[src/hw/rtl/qrs_pkg.sv]
// qrs_pkg: request and response types, queue entry and shared constants
// used by every module of the quadratic root solver; no dependencies
`default_nettype none

package qrs_pkg;

  localparam int CW_MAX  = 24;              // widest supported coefficient
  localparam int DW_MAX  = 2 * CW_MAX + 2;  // discriminant magnitude width
  localparam int Q_DEPTH = 4;
  localparam int QCW     = 2;               // queue pointer width

  // solution counts
  localparam logic [1:0] CNT_NONE = 2'd0;
  localparam logic [1:0] CNT_ONE  = 2'd1;
  localparam logic [1:0] CNT_TWO  = 2'd2;

  typedef struct packed {
    logic signed [15:0] coef_a;
    logic signed [15:0] coef_b;
    logic signed [15:0] coef_c;
  } req_t;

  typedef struct packed {
    logic        [1:0]  solution_count;
    logic signed [47:0] root_plus;
    logic signed [47:0] root_minus;
    logic               zero_leading;
  } rsp_t;

  // classified item handed from front to back
  typedef struct packed {
    logic                     zero_a;
    logic [1:0]               cnt;
    logic signed [CW_MAX-1:0] a;
    logic signed [CW_MAX-1:0] b;
    logic [DW_MAX-1:0]        d;
  } entry_t;

endpackage

`default_nettype wire

[src/hw/rtl/qrs_front.sv]
// qrs_front: accepts requests, forms the discriminant and classifies it
// depends on qrs_pkg
`default_nettype none

module qrs_front #(
  parameter int COEF_WIDTH = 16
) (
  input  wire logic             clk,
  input  wire logic             rst,
  input  wire logic             req_valid,
  output logic                  req_stall,
  input  wire qrs_pkg::req_t    req,
  input  wire logic [qrs_pkg::QCW:0] q_count,
  output logic                  push,
  output qrs_pkg::entry_t       entry
);

  localparam int W  = COEF_WIDTH;
  localparam int IW = (W > 16) ? W : 16;
  localparam int DW = 2 * W + 3;

  logic [IW-1:0] ext_a, ext_b, ext_c;
  logic accept;

  logic v1, v2;
  logic signed [W-1:0] a1, b1, c1, a2, b2;
  logic signed [2*W-1:0] bb2, ac2;
  logic signed [DW-1:0] d;

  assign ext_a = IW'($unsigned(req.coef_a));
  assign ext_b = IW'($unsigned(req.coef_b));
  assign ext_c = IW'($unsigned(req.coef_c));

  // items in flight toward the queue must fit in it
  assign req_stall = (4'(q_count) + 4'(v1) + 4'(v2)) >= 4'(qrs_pkg::Q_DEPTH);
  assign accept    = req_valid && !req_stall;

  always_ff @(posedge clk) begin
    if (rst) begin
      v1 <= 1'b0;
      v2 <= 1'b0;
    end else begin
      v1 <= accept;
      v2 <= v1;
    end
  end

  always_ff @(posedge clk) begin
    a1  <= $signed(ext_a[W-1:0]);
    b1  <= $signed(ext_b[W-1:0]);
    c1  <= $signed(ext_c[W-1:0]);
    bb2 <= b1 * b1;
    ac2 <= a1 * c1;
    a2  <= a1;
    b2  <= b1;
  end

  assign d    = DW'(bb2) - (DW'(ac2) <<< 2);
  assign push = v2;

  always_comb begin
    entry.zero_a = (a2 == '0);
    entry.a      = qrs_pkg::CW_MAX'(a2);
    entry.b      = qrs_pkg::CW_MAX'(b2);
    entry.d      = qrs_pkg::DW_MAX'(d[2*W:0]);
    if (entry.zero_a || d[DW-1]) begin
      entry.cnt = qrs_pkg::CNT_NONE;
    end else if (d == '0) begin
      entry.cnt = qrs_pkg::CNT_ONE;
    end else begin
      entry.cnt = qrs_pkg::CNT_TWO;
    end
  end

endmodule

`default_nettype wire

[config.mk]
export PLATFORM = sky130hd
export DESIGN_NAME = qrs_front
export DESIGN_NICKNAME = d
export VERILOG_FILES = /design/src/hw/rtl/qrs_pkg.sv /design/src/hw/rtl/qrs_front.sv
export SDC_FILE = /design/constraint.sdc
export NUM_CORES = 1
export LEC_CHECK = 0
export ABC_CLOCK_PERIOD_IN_PS = 19050
export BUFFER_PORTS_ARGS = -buffer_cell sky130_fd_sc_hd__buf_2
export CAP_MARGIN = 20
export CORE_MARGIN = 1
export CORE_UTILIZATION = 39
export CTS_CLUSTER_DIAMETER = 80
export CTS_CLUSTER_SIZE = 20
export DETAILED_ROUTE_END_ITERATION = 6
export MAX_ROUTING_LAYER = met4
export PLACE_DENSITY = 0.64
export SYNTH_ARGS = -nofsm -noshare
export SYNTH_HDL_FRONTEND = slang
export SYNTH_SLANG_ARGS = --single-unit
export TNS_END_PERCENT = 30
[constraint.sdc]
create_clock -name clk -period 19.05 [get_ports clk]
set_input_delay 3.81 -clock clk [delete_from_list [all_inputs] [get_ports clk]]
set_output_delay 3.81 -clock clk [all_outputs]
set_load 0.1 [all_outputs]
==> flow_summary.ini <==
[status]
status = completed

[synth]
yosysWarnings = 0
synth_seq_area_share_pct = 12.0
ys_ff_latch = 144
synth_top_flop_cell = dfxtp_1
syn-cell-area_um2 = 24000
synthCells = 2574
syn_avg_cell_area_um2 = 9.33
synth_edf_count = 0
async_reset_ff_share_pct = 0
synth.distinct_cells = 67

[sta]
fin_worst_skew_ns = 0.0148
rsz0062_at_grt = false
final_min_period_over_clock_period_pct = 45.4
finalCriticalPeriod_ns = 8.65
tightest_slew_ns = 0.951
fin_setup_tns_ns = 0
final_hold_viol_count = 0
fmax_ghz = 0.116
slew_headroom_pct = 36.5
setup_viol = 0
setup_ws_ns = 10.40
drv_slew = 0

[final_layout]
final_cells = 3447
final.fill_count = 5965
stdcell_area_um2 = 25900
syn_to_final_growth_pct = 7.79
n_antenna_cell = 0
nNetsFinal = 3404
drive_above_1_share_pct = 7.39

[placement]
dpl_worst_slack_ns = 10.39
hpwl_um = 42200
io_buffers = 138
place_area_um2 = 25300
globalplace.congestion = 0.911
dp_cells = 3415

[worst_setup_path]
start_kind = input port
critPathTopFamily = buffers and inverters
worstSetupPathType = in2out
worst_path_max_delay_cell = buf_2
timing.critical_path.required_ns = 15.24
slowest_delay_ns = 0.42
path_cells = buf_2, ha_1, a21o_1, a21o_1, buf_2
cp_data_arrival_time_ns = 4.84
crit_path_max_fanout = 2
endpoint_kind = primary output
worst-path-buf-inv = 2

[grt]
grt-ovfl-total = 0
antenna_found_initial = 0
grt_use_total_pct = 18.0
grt_max_degree = 23
grt_pass1_vias = 17400
grt_pass1_wl_um = 86600

[clocking]
post_cts_buffers = 0
cts_resized = 0
root_buffer = clkbuf_16
clk_pin_slew_ns = 0.06
cts_tree = done
cts.sinks = 144
insertion_delay_ns = 0.49
cts_made_buffers = 17
clock_path_buffers = 2
holdBufCountCts = 0
htreeDepth = 4

[routing]
dr.pass1.iters = 7
wire_per_inst_um = 14.6
vias = 16600
ant_nets = 0
dr.first_iter.drc_count = 891
remaining_drc_errors = 0
drt_wl_total_um = 50500
vias_per_cell = 4.81

[floorplanning]
coreArea_um2 = 60600
die_h_um = 250
num_io_pins = 157
die_area_um2 = 62600
initial_core_util_pct = 39.7
row_count = 90
die_w_um = 250

[run]
maxCapViolCount = 0

[min_path]
hold_class = reg2reg
Yosys cell counts (all sizes together) (3+ instances only):
cell type / n / area, um2
o311ai: 4 / 35.0
nor2b: 12 / 75.1
o211ai: 5 / 37.5
nand3: 23 / 115
a21oi: 64 / 324
nand2b: 18 / 113
a221oi: 4 / 35.0
nor3: 16 / 80.1
a211o: 3 / 26.3
a31o: 8 / 70.1
dfxtp: 144 / 2880
o21a: 13 / 97.6
and2: 176 / 1100
nand4: 7 / 43.8
o31ai: 6 / 45.0
or3: 9 / 66.3
buf: 39 / 284
clkbuf: 63 / 236
a31oi: 6 / 43.8
a21o: 42 / 315
o21bai: 6 / 45.0
or2: 4 / 25.0
or4: 6 / 45.0
xor2: 24 / 210
and4: 6 / 52.6
a2111oi: 3 / 26.3
a211oi: 12 / 90.1
inv: 667 / 2500
xnor2: 76 / 666
nand2: 217 / 815
o21ai: 47 / 235
nor4: 13 / 87.6
fa: 499 / 9990
and3: 12 / 75.1
ha: 199 / 2490
o2111ai: 5 / 43.8
nor2: 86 / 323
metal layers:
layer	track usage [%]	vias to the layer above	routed length [um]
li1	-	7835	-
met1	22.7	8423	21900
met2	28.8	261	24700
met3	3.60	63	2680
met4	6.36	0	1240
met5	-	-	0
cells in the final DEF (no fill, tap or decap), types with 7 or more instances in the layout:
cell / count
nand4_1: 7
o21a_1: 13
clkbuf_16: 17
and3_1: 12
buf_2: 138
nor2b_1: 12
or3_1: 7
a31o_2: 7
inv_1: 667
a211oi_1: 12
xnor2_1: 76
fa_1: 499
a21oi_1: 63
ha_1: 199
nand3_1: 23
conb_1: 18
nor4_1: 12
dfxtp_1: 144
o21ai_0: 43
and2_1: 176
xor2_1: 24
a21o_1: 42
nor3_1: 16
nand2_1: 217
nand2b_1: 18
nor2_1: 86
registers in the layout (all words and copies together), names as in the netlist:
name / flops
ac2: 32
a1: 16
bb2: 31
push: 1
b1: 16
c1: 16
b2: 15
v1: 1
a2: 16
logic make-up (layout without fill, tap and decap cells):
logic type | Yosys count | in the layout | share of synthesized area [%]
AOI/OAI and AO/OA | 247 | 247 | 6.88
xor gates and xnor gates | 100 | 100 | 3.65
adders and majority gates | 698 | 698 | 51.9
buffers and inverters | 769 | 843 | 12.6
DFF | 144 | 144 | 12.0
muxes | 1 | 1 | 0.0469
other | 1 | 18 | 0.0156
and+or+nand+nor | 614 | 614 | 12.9
per-stage QoR:
| stage | hold WS [ns] | utilization [%] |
|---|---|---|
| CTS | 0.463 | 42.7 |
| detailed placement | 0.454 | 41.7 |
| floorplan | 0.329 | - |
| finish | 0.464 | 42.7 |
| global placement | 0.455 | 41.7 |
| global route | 0.488 | 42.7 |
cell type report:
class / instances / area [um2] / area share (%)
clock buffer: 17 / 425 / 1.64
clock inverter: 15 / 189 / 0.730
inverter: 667 / 2500 / 9.67
multi-input combinational: 1678 / 18200 / 70.2
sequential: 144 / 2880 / 11.1
tap: 782 / 978 / 3.78
timing repair buffer: 144 / 736 / 2.84
final timing paths:
kind,from,to,slack (ns),depth (start not counted)
max,q_count[0],req_stall,10.40,5
min,v1,push,0.46,1
max reg2reg,b1[1],bb2[30],12.13,21
min reg2reg,v1,push,0.46,1
Power is left out: the tool's default activity adds up to more than one toggle a clock period on the data nets, which glitch-free logic cannot reach.
