===== src/hw/rtl/qrs_pkg.sv =====
// qrs_pkg: request and response types, queue entry and shared constants
// used by every module of the quadratic root solver; no dependencies
`default_nettype none

package qrs_pkg;

  localparam int CW_MAX  = 24;              // widest supported coefficient
  localparam int DW_MAX  = 2 * CW_MAX + 2;  // discriminant magnitude width
  localparam int Q_DEPTH = 4;
  localparam int QCW     = 2;               // queue pointer width

  // solution counts
  localparam logic [1:0] CNT_NONE = 2'd0;
  localparam logic [1:0] CNT_ONE  = 2'd1;
  localparam logic [1:0] CNT_TWO  = 2'd2;

  typedef struct packed {
    logic signed [15:0] coef_a;
    logic signed [15:0] coef_b;
    logic signed [15:0] coef_c;
  } req_t;

  typedef struct packed {
    logic        [1:0]  solution_count;
    logic signed [47:0] root_plus;
    logic signed [47:0] root_minus;
    logic               zero_leading;
  } rsp_t;

  // classified item handed from front to back
  typedef struct packed {
    logic                     zero_a;
    logic [1:0]               cnt;
    logic signed [CW_MAX-1:0] a;
    logic signed [CW_MAX-1:0] b;
    logic [DW_MAX-1:0]        d;
  } entry_t;

endpackage

`default_nettype wire


===== src/hw/rtl/qrs_queue.sv =====
// qrs_queue: small register queue between front and back
// depends on qrs_pkg
`default_nettype none

module qrs_queue (
  input  wire logic              clk,
  input  wire logic              rst,
  input  wire logic              push,
  input  wire qrs_pkg::entry_t   wdata,
  input  wire logic              pop,
  output qrs_pkg::entry_t        head,
  output logic                   empty,
  output logic [qrs_pkg::QCW:0]  count
);

  qrs_pkg::entry_t mem [qrs_pkg::Q_DEPTH];
  logic [qrs_pkg::QCW-1:0] wr_ptr;
  logic [qrs_pkg::QCW-1:0] rd_ptr;

  always_ff @(posedge clk) begin
    if (rst) begin
      wr_ptr <= '0;
      rd_ptr <= '0;
      count  <= '0;
    end else begin
      if (push) wr_ptr <= wr_ptr + 1'b1;
      if (pop)  rd_ptr <= rd_ptr + 1'b1;
      count <= count + (qrs_pkg::QCW+1)'(push) - (qrs_pkg::QCW+1)'(pop);
    end
  end

  always_ff @(posedge clk) begin
    if (push) mem[wr_ptr] <= wdata;
  end

  assign head  = mem[rd_ptr];
  assign empty = (count == '0);

  a_no_overflow: assert property (@(posedge clk) disable iff (rst)
    push |-> (count < (qrs_pkg::QCW+1)'(qrs_pkg::Q_DEPTH)))
    else $error("queue written while full");

  a_no_underflow: assert property (@(posedge clk) disable iff (rst)
    pop |-> !empty)
    else $error("queue read while empty");

endmodule

`default_nettype wire


===== config.mk =====
export PLATFORM = sky130hd
export DESIGN_NAME = qrs_queue
export DESIGN_NICKNAME = d
export VERILOG_FILES = /design/src/hw/rtl/qrs_pkg.sv /design/src/hw/rtl/qrs_queue.sv
export SDC_FILE = /design/constraint.sdc
export NUM_CORES = 1
export LEC_CHECK = 0
export BUFFER_PORTS_ARGS = -buffer_cell sky130_fd_sc_hd__buf_2
export CORE_ASPECT_RATIO = 0.7
export CORE_UTILIZATION = 57
export DETAILED_ROUTE_END_ITERATION = 8
export PLACE_DENSITY = 0.83
export SLEW_MARGIN = 25
export SYNTH_ARGS = -nofsm -noshare
export SYNTH_HDL_FRONTEND = slang
export SYNTH_SLANG_ARGS = --single-unit

===== constraint.sdc =====
create_clock -name clk -period 4.7 [get_ports clk]
set_input_delay 0.705 -clock clk [delete_from_list [all_inputs] [get_ports clk]]
set_output_delay 0.705 -clock clk [all_outputs]
set_load 0.03 [all_outputs]

==> results.cfg <==
[grt]
grt_pass1_wl_um = 42100
initial_antenna_violation_count = 9
grt.overflow.total = 0
globalRouteTotalUtil_pct = 21.6
first_global_vias = 7139
grt_start_max_net_pins = 69

[place]
dpl-instance-area_um2 = 16400
port-buffer-count = 209
dp.final_hpwl_um = 17500
gp_routability_congestion = 0.745
place.detailed.instances = 1098
pre_cts_slack_ps = 1780

[detailed_routing]
drtAntennaViolNets = 0
detailed_router_s_first_iteration_violation_count = 409
routed_wl_um = 28800
drt_drc_violations_left = 0
dr_total_vias = 6833
first_pass_drt_iterations = 5
routed_via_density = 5.83
wire_length_per_cell_after_detailed_routing_um = 24.5

[synthesis]
number_of_nets_produced_by_synthesis = 680
synth.top_cells.by_area = sky130_fd_sc_hd__edfxtp_1, sky130_fd_sc_hd__mux4_2, sky130_fd_sc_hd__dfxtp_1
number_of_instances_in_the_synthesized_netlist = 568
synthesis.yosys.warnings = 0
synth_flop_cell = sky130_fd_sc_hd__edfxtp_1
ys_ff_latch = 413
synthesis.area_um2 = 15000
synth-edff-count = 404
yosysTopAreaCellShare_pct = 80.8
asyncSetResetFlopFracSynth_pct = 0
post-synth-top-count-cell = sky130_fd_sc_hd__edfxtp_1
synthTopCellsByCount = sky130_fd_sc_hd__edfxtp_1, sky130_fd_sc_hd__mux4_2, sky130_fd_sc_hd__buf_2, sky130_fd_sc_hd__buf_6, sky130_fd_sc_hd__dfxtp_1
seq_area_frac_synth_pct = 82.0
synth_area_leader_cell = sky130_fd_sc_hd__edfxtp_1
synth.distinct_cells = 19
synthesis.area_per_instance_um2 = 26.4

[critical_path]
timing.critical_path.required_ps = 3990
arrival_ps = 2680
worst_path_largest_cell_delay_ps = 780
critPathSlowestCell = sky130_fd_sc_hd__dfxtp_4
timing_worst_setup_path_type = register to output pin
crit_path_start_kind = register
critical_path_peak_fanout = 33
critPathCaptureType = output pin
cp_cell_sequence = buf_4 > mux4_2 > buf_2

[cts]
clk_transition_reported_paths_ps = 60
tritoncts = done
post_cts_hold_buffer_count = 0
worstSkewPairLatency_ps = 530
clk_root_buffer_cell = sky130_fd_sc_hd__clkbuf_16
cts-htree-levels = 2
post_cts.resized_instances = 0
clock_path_buffers = 3
clock-sinks = 413
post_cts_buffers = 0
tritoncts.num_buffers = 37

[power]
powerDensity_nw_per_um2 = 478
power.share.clock_pct = 37.9
internal-power_mw = 6.54
sw_frac_of_total_pct = 23.0
net-switching-power_mw = 1.95
post-layout-total-power_mw = 8.50
share_comb_of_total_power_pct = 11.3
peakVddDrop_v = 0.000477
power.static_leakage_nw = 6.01
power.share.sequential_pct = 50.7

[floorplanning]
design.die.area_um2 = 27000
chipWidth_um = 196
boundaryPins = 210
core_area_um2 = 25700
cell_rows = 49
floorplan.initialDensity_pct = 58.3
die_span_y_um = 138

[layout]
finalInstanceArea_um2 = 17800
finish.utilization_pct = 69.0
area.growth.synth_to_final_pct = 18.4
drive_above_1_share_pct = 46.5
final_cell_count_no_fill = 1173
num-nets-final = 919

[timing]
final.period_utilization_pct = 72.1
unrepaired_setup_endpoints_after_global_routing = false
final-setup-viol-count = 0
slew_viol_final = 0
worst_margin_pin_slew_ps = 1040
fin_setup_tns_ps = 0
finalWorstPathRequiredPeriod_ps = 3390
max-slew-margin-rel_pct = 30.8
timing.clock.skew_ps = 18.1
post-route-worst-setup-slack_ps = 1310
maxClockFrequency_mhz = 295
finalHoldViolCount = 0
worst_hold_slack_ps = 386

[outcome]
status = finished clean

[run]
cap_violations = 0

[min_path]
hold_path.class = input pin to register
## final cells by class
cell class              count  area, um^2
clock buffers              43         991
multi-input cells         127        2510
fillers                  1520        7980
flip-flops and latches    413       12300
clock inverters            23         324
inverters                   6        22.5
diodes                      8        20.0
well taps                 331         414
repair buffers            222        1170
## kinds of logic (layout without fill, tap and decap cells)
group	after synthesis	count (layout)	share of synthesized area, %
other cells	0	8	0
flops	413	413	82.0
xor+xnor	3	3	0.275
compound gates	2	2	0.100
fa+ha+maj	7	7	0.634
buf+inv	28	294	1.28
simple gates	13	13	0.458
mux	102	102	15.2
## worst paths after layout
path,from,to,slack [ps],cells after the start
setup / recovery,register,head[73],1310,3
hold / removal,wdata[11],mem[0][11]$_DFFE_PP_,390,1
setup reg to reg,wr_ptr[0]$_SDFFE_PP0P_,mem[3][30]$_DFFE_PP_,2480,3
hold reg to reg,rd_ptr[1]$_SDFFE_PP0P_,register,540,2
## metal layers
layer	vias up	GRT usage [%]	routed length, um
met4	8	6.51	499
li1	2932	-	-
met1	3529	27.9	11000
met2	314	35.2	14300
met3	50	7.71	2970
met5	-	0	47
## worst max-delay path: cells and delay by family (launching register included)
kind                   cells  cell delay [ps]
muxes                      1              610
DFF                        1              780
buffers and inverters      2              750
## sequential cells by signal, summed over array words and instances (netlist names), named ones only
| register | count |
|---|---|
| rd_ptr | 2 |
| wr_ptr | 2 |
| count | 3 |
| mem | 404 |
## placed cells by master, fill, tap and decap left out
cell type | Yosys | routed
sky130_fd_sc_hd__buf_2 | 10 | 209
sky130_fd_sc_hd__diode_2 | 0 | 8
sky130_fd_sc_hd__inv_6 | 0 | 1
sky130_fd_sc_hd__ha_1 | 6 | 6
sky130_fd_sc_hd__nand3b_1 | 1 | 1
sky130_fd_sc_hd__dfxtp_1 | 9 | 7
sky130_fd_sc_hd__xor3_1 | 1 | 1
sky130_fd_sc_hd__buf_12 | 0 | 2
sky130_fd_sc_hd__clkbuf_1 | 2 | 4
sky130_fd_sc_hd__buf_4 | 0 | 11
sky130_fd_sc_hd__clkinvlp_4 | 0 | 4
sky130_fd_sc_hd__bufinv_16 | 0 | 8
sky130_fd_sc_hd__nor3_1 | 1 | 1
sky130_fd_sc_hd__nor2_1 | 5 | 5
sky130_fd_sc_hd__a21bo_2 | 1 | 1
sky130_fd_sc_hd__dfxtp_4 | 0 | 2
sky130_fd_sc_hd__fa_1 | 1 | 1
sky130_fd_sc_hd__edfxtp_1 | 404 | 404
sky130_fd_sc_hd__inv_1 | 6 | 6
sky130_fd_sc_hd__mux2i_1 | 1 | 1
sky130_fd_sc_hd__xnor2_1 | 2 | 2
sky130_fd_sc_hd__nor2b_1 | 2 | 2
sky130_fd_sc_hd__and2_4 | 0 | 4
sky130_fd_sc_hd__mux4_2 | 101 | 101
sky130_fd_sc_hd__clkinv_1 | 0 | 4
sky130_fd_sc_hd__clkinv_2 | 0 | 6
sky130_fd_sc_hd__clkbuf_16 | 0 | 39
sky130_fd_sc_hd__a21oi_1 | 1 | 1
## power by group through the flow
stage | Combinational [mW] | Sequential [mW] | Clock, mW
after floorplan | 0.674 | 4.37 | 0
after global placement | 0.932 | 4.38 | 0
after detailed placement | 0.961 | 4.39 | 0
after CTS | 0.970 | 4.32 | 3.29
after global routing | 1.02 | 4.33 | 3.41
final | 0.963 | 4.31 | 3.22
(Power assumes the default switching activity.)
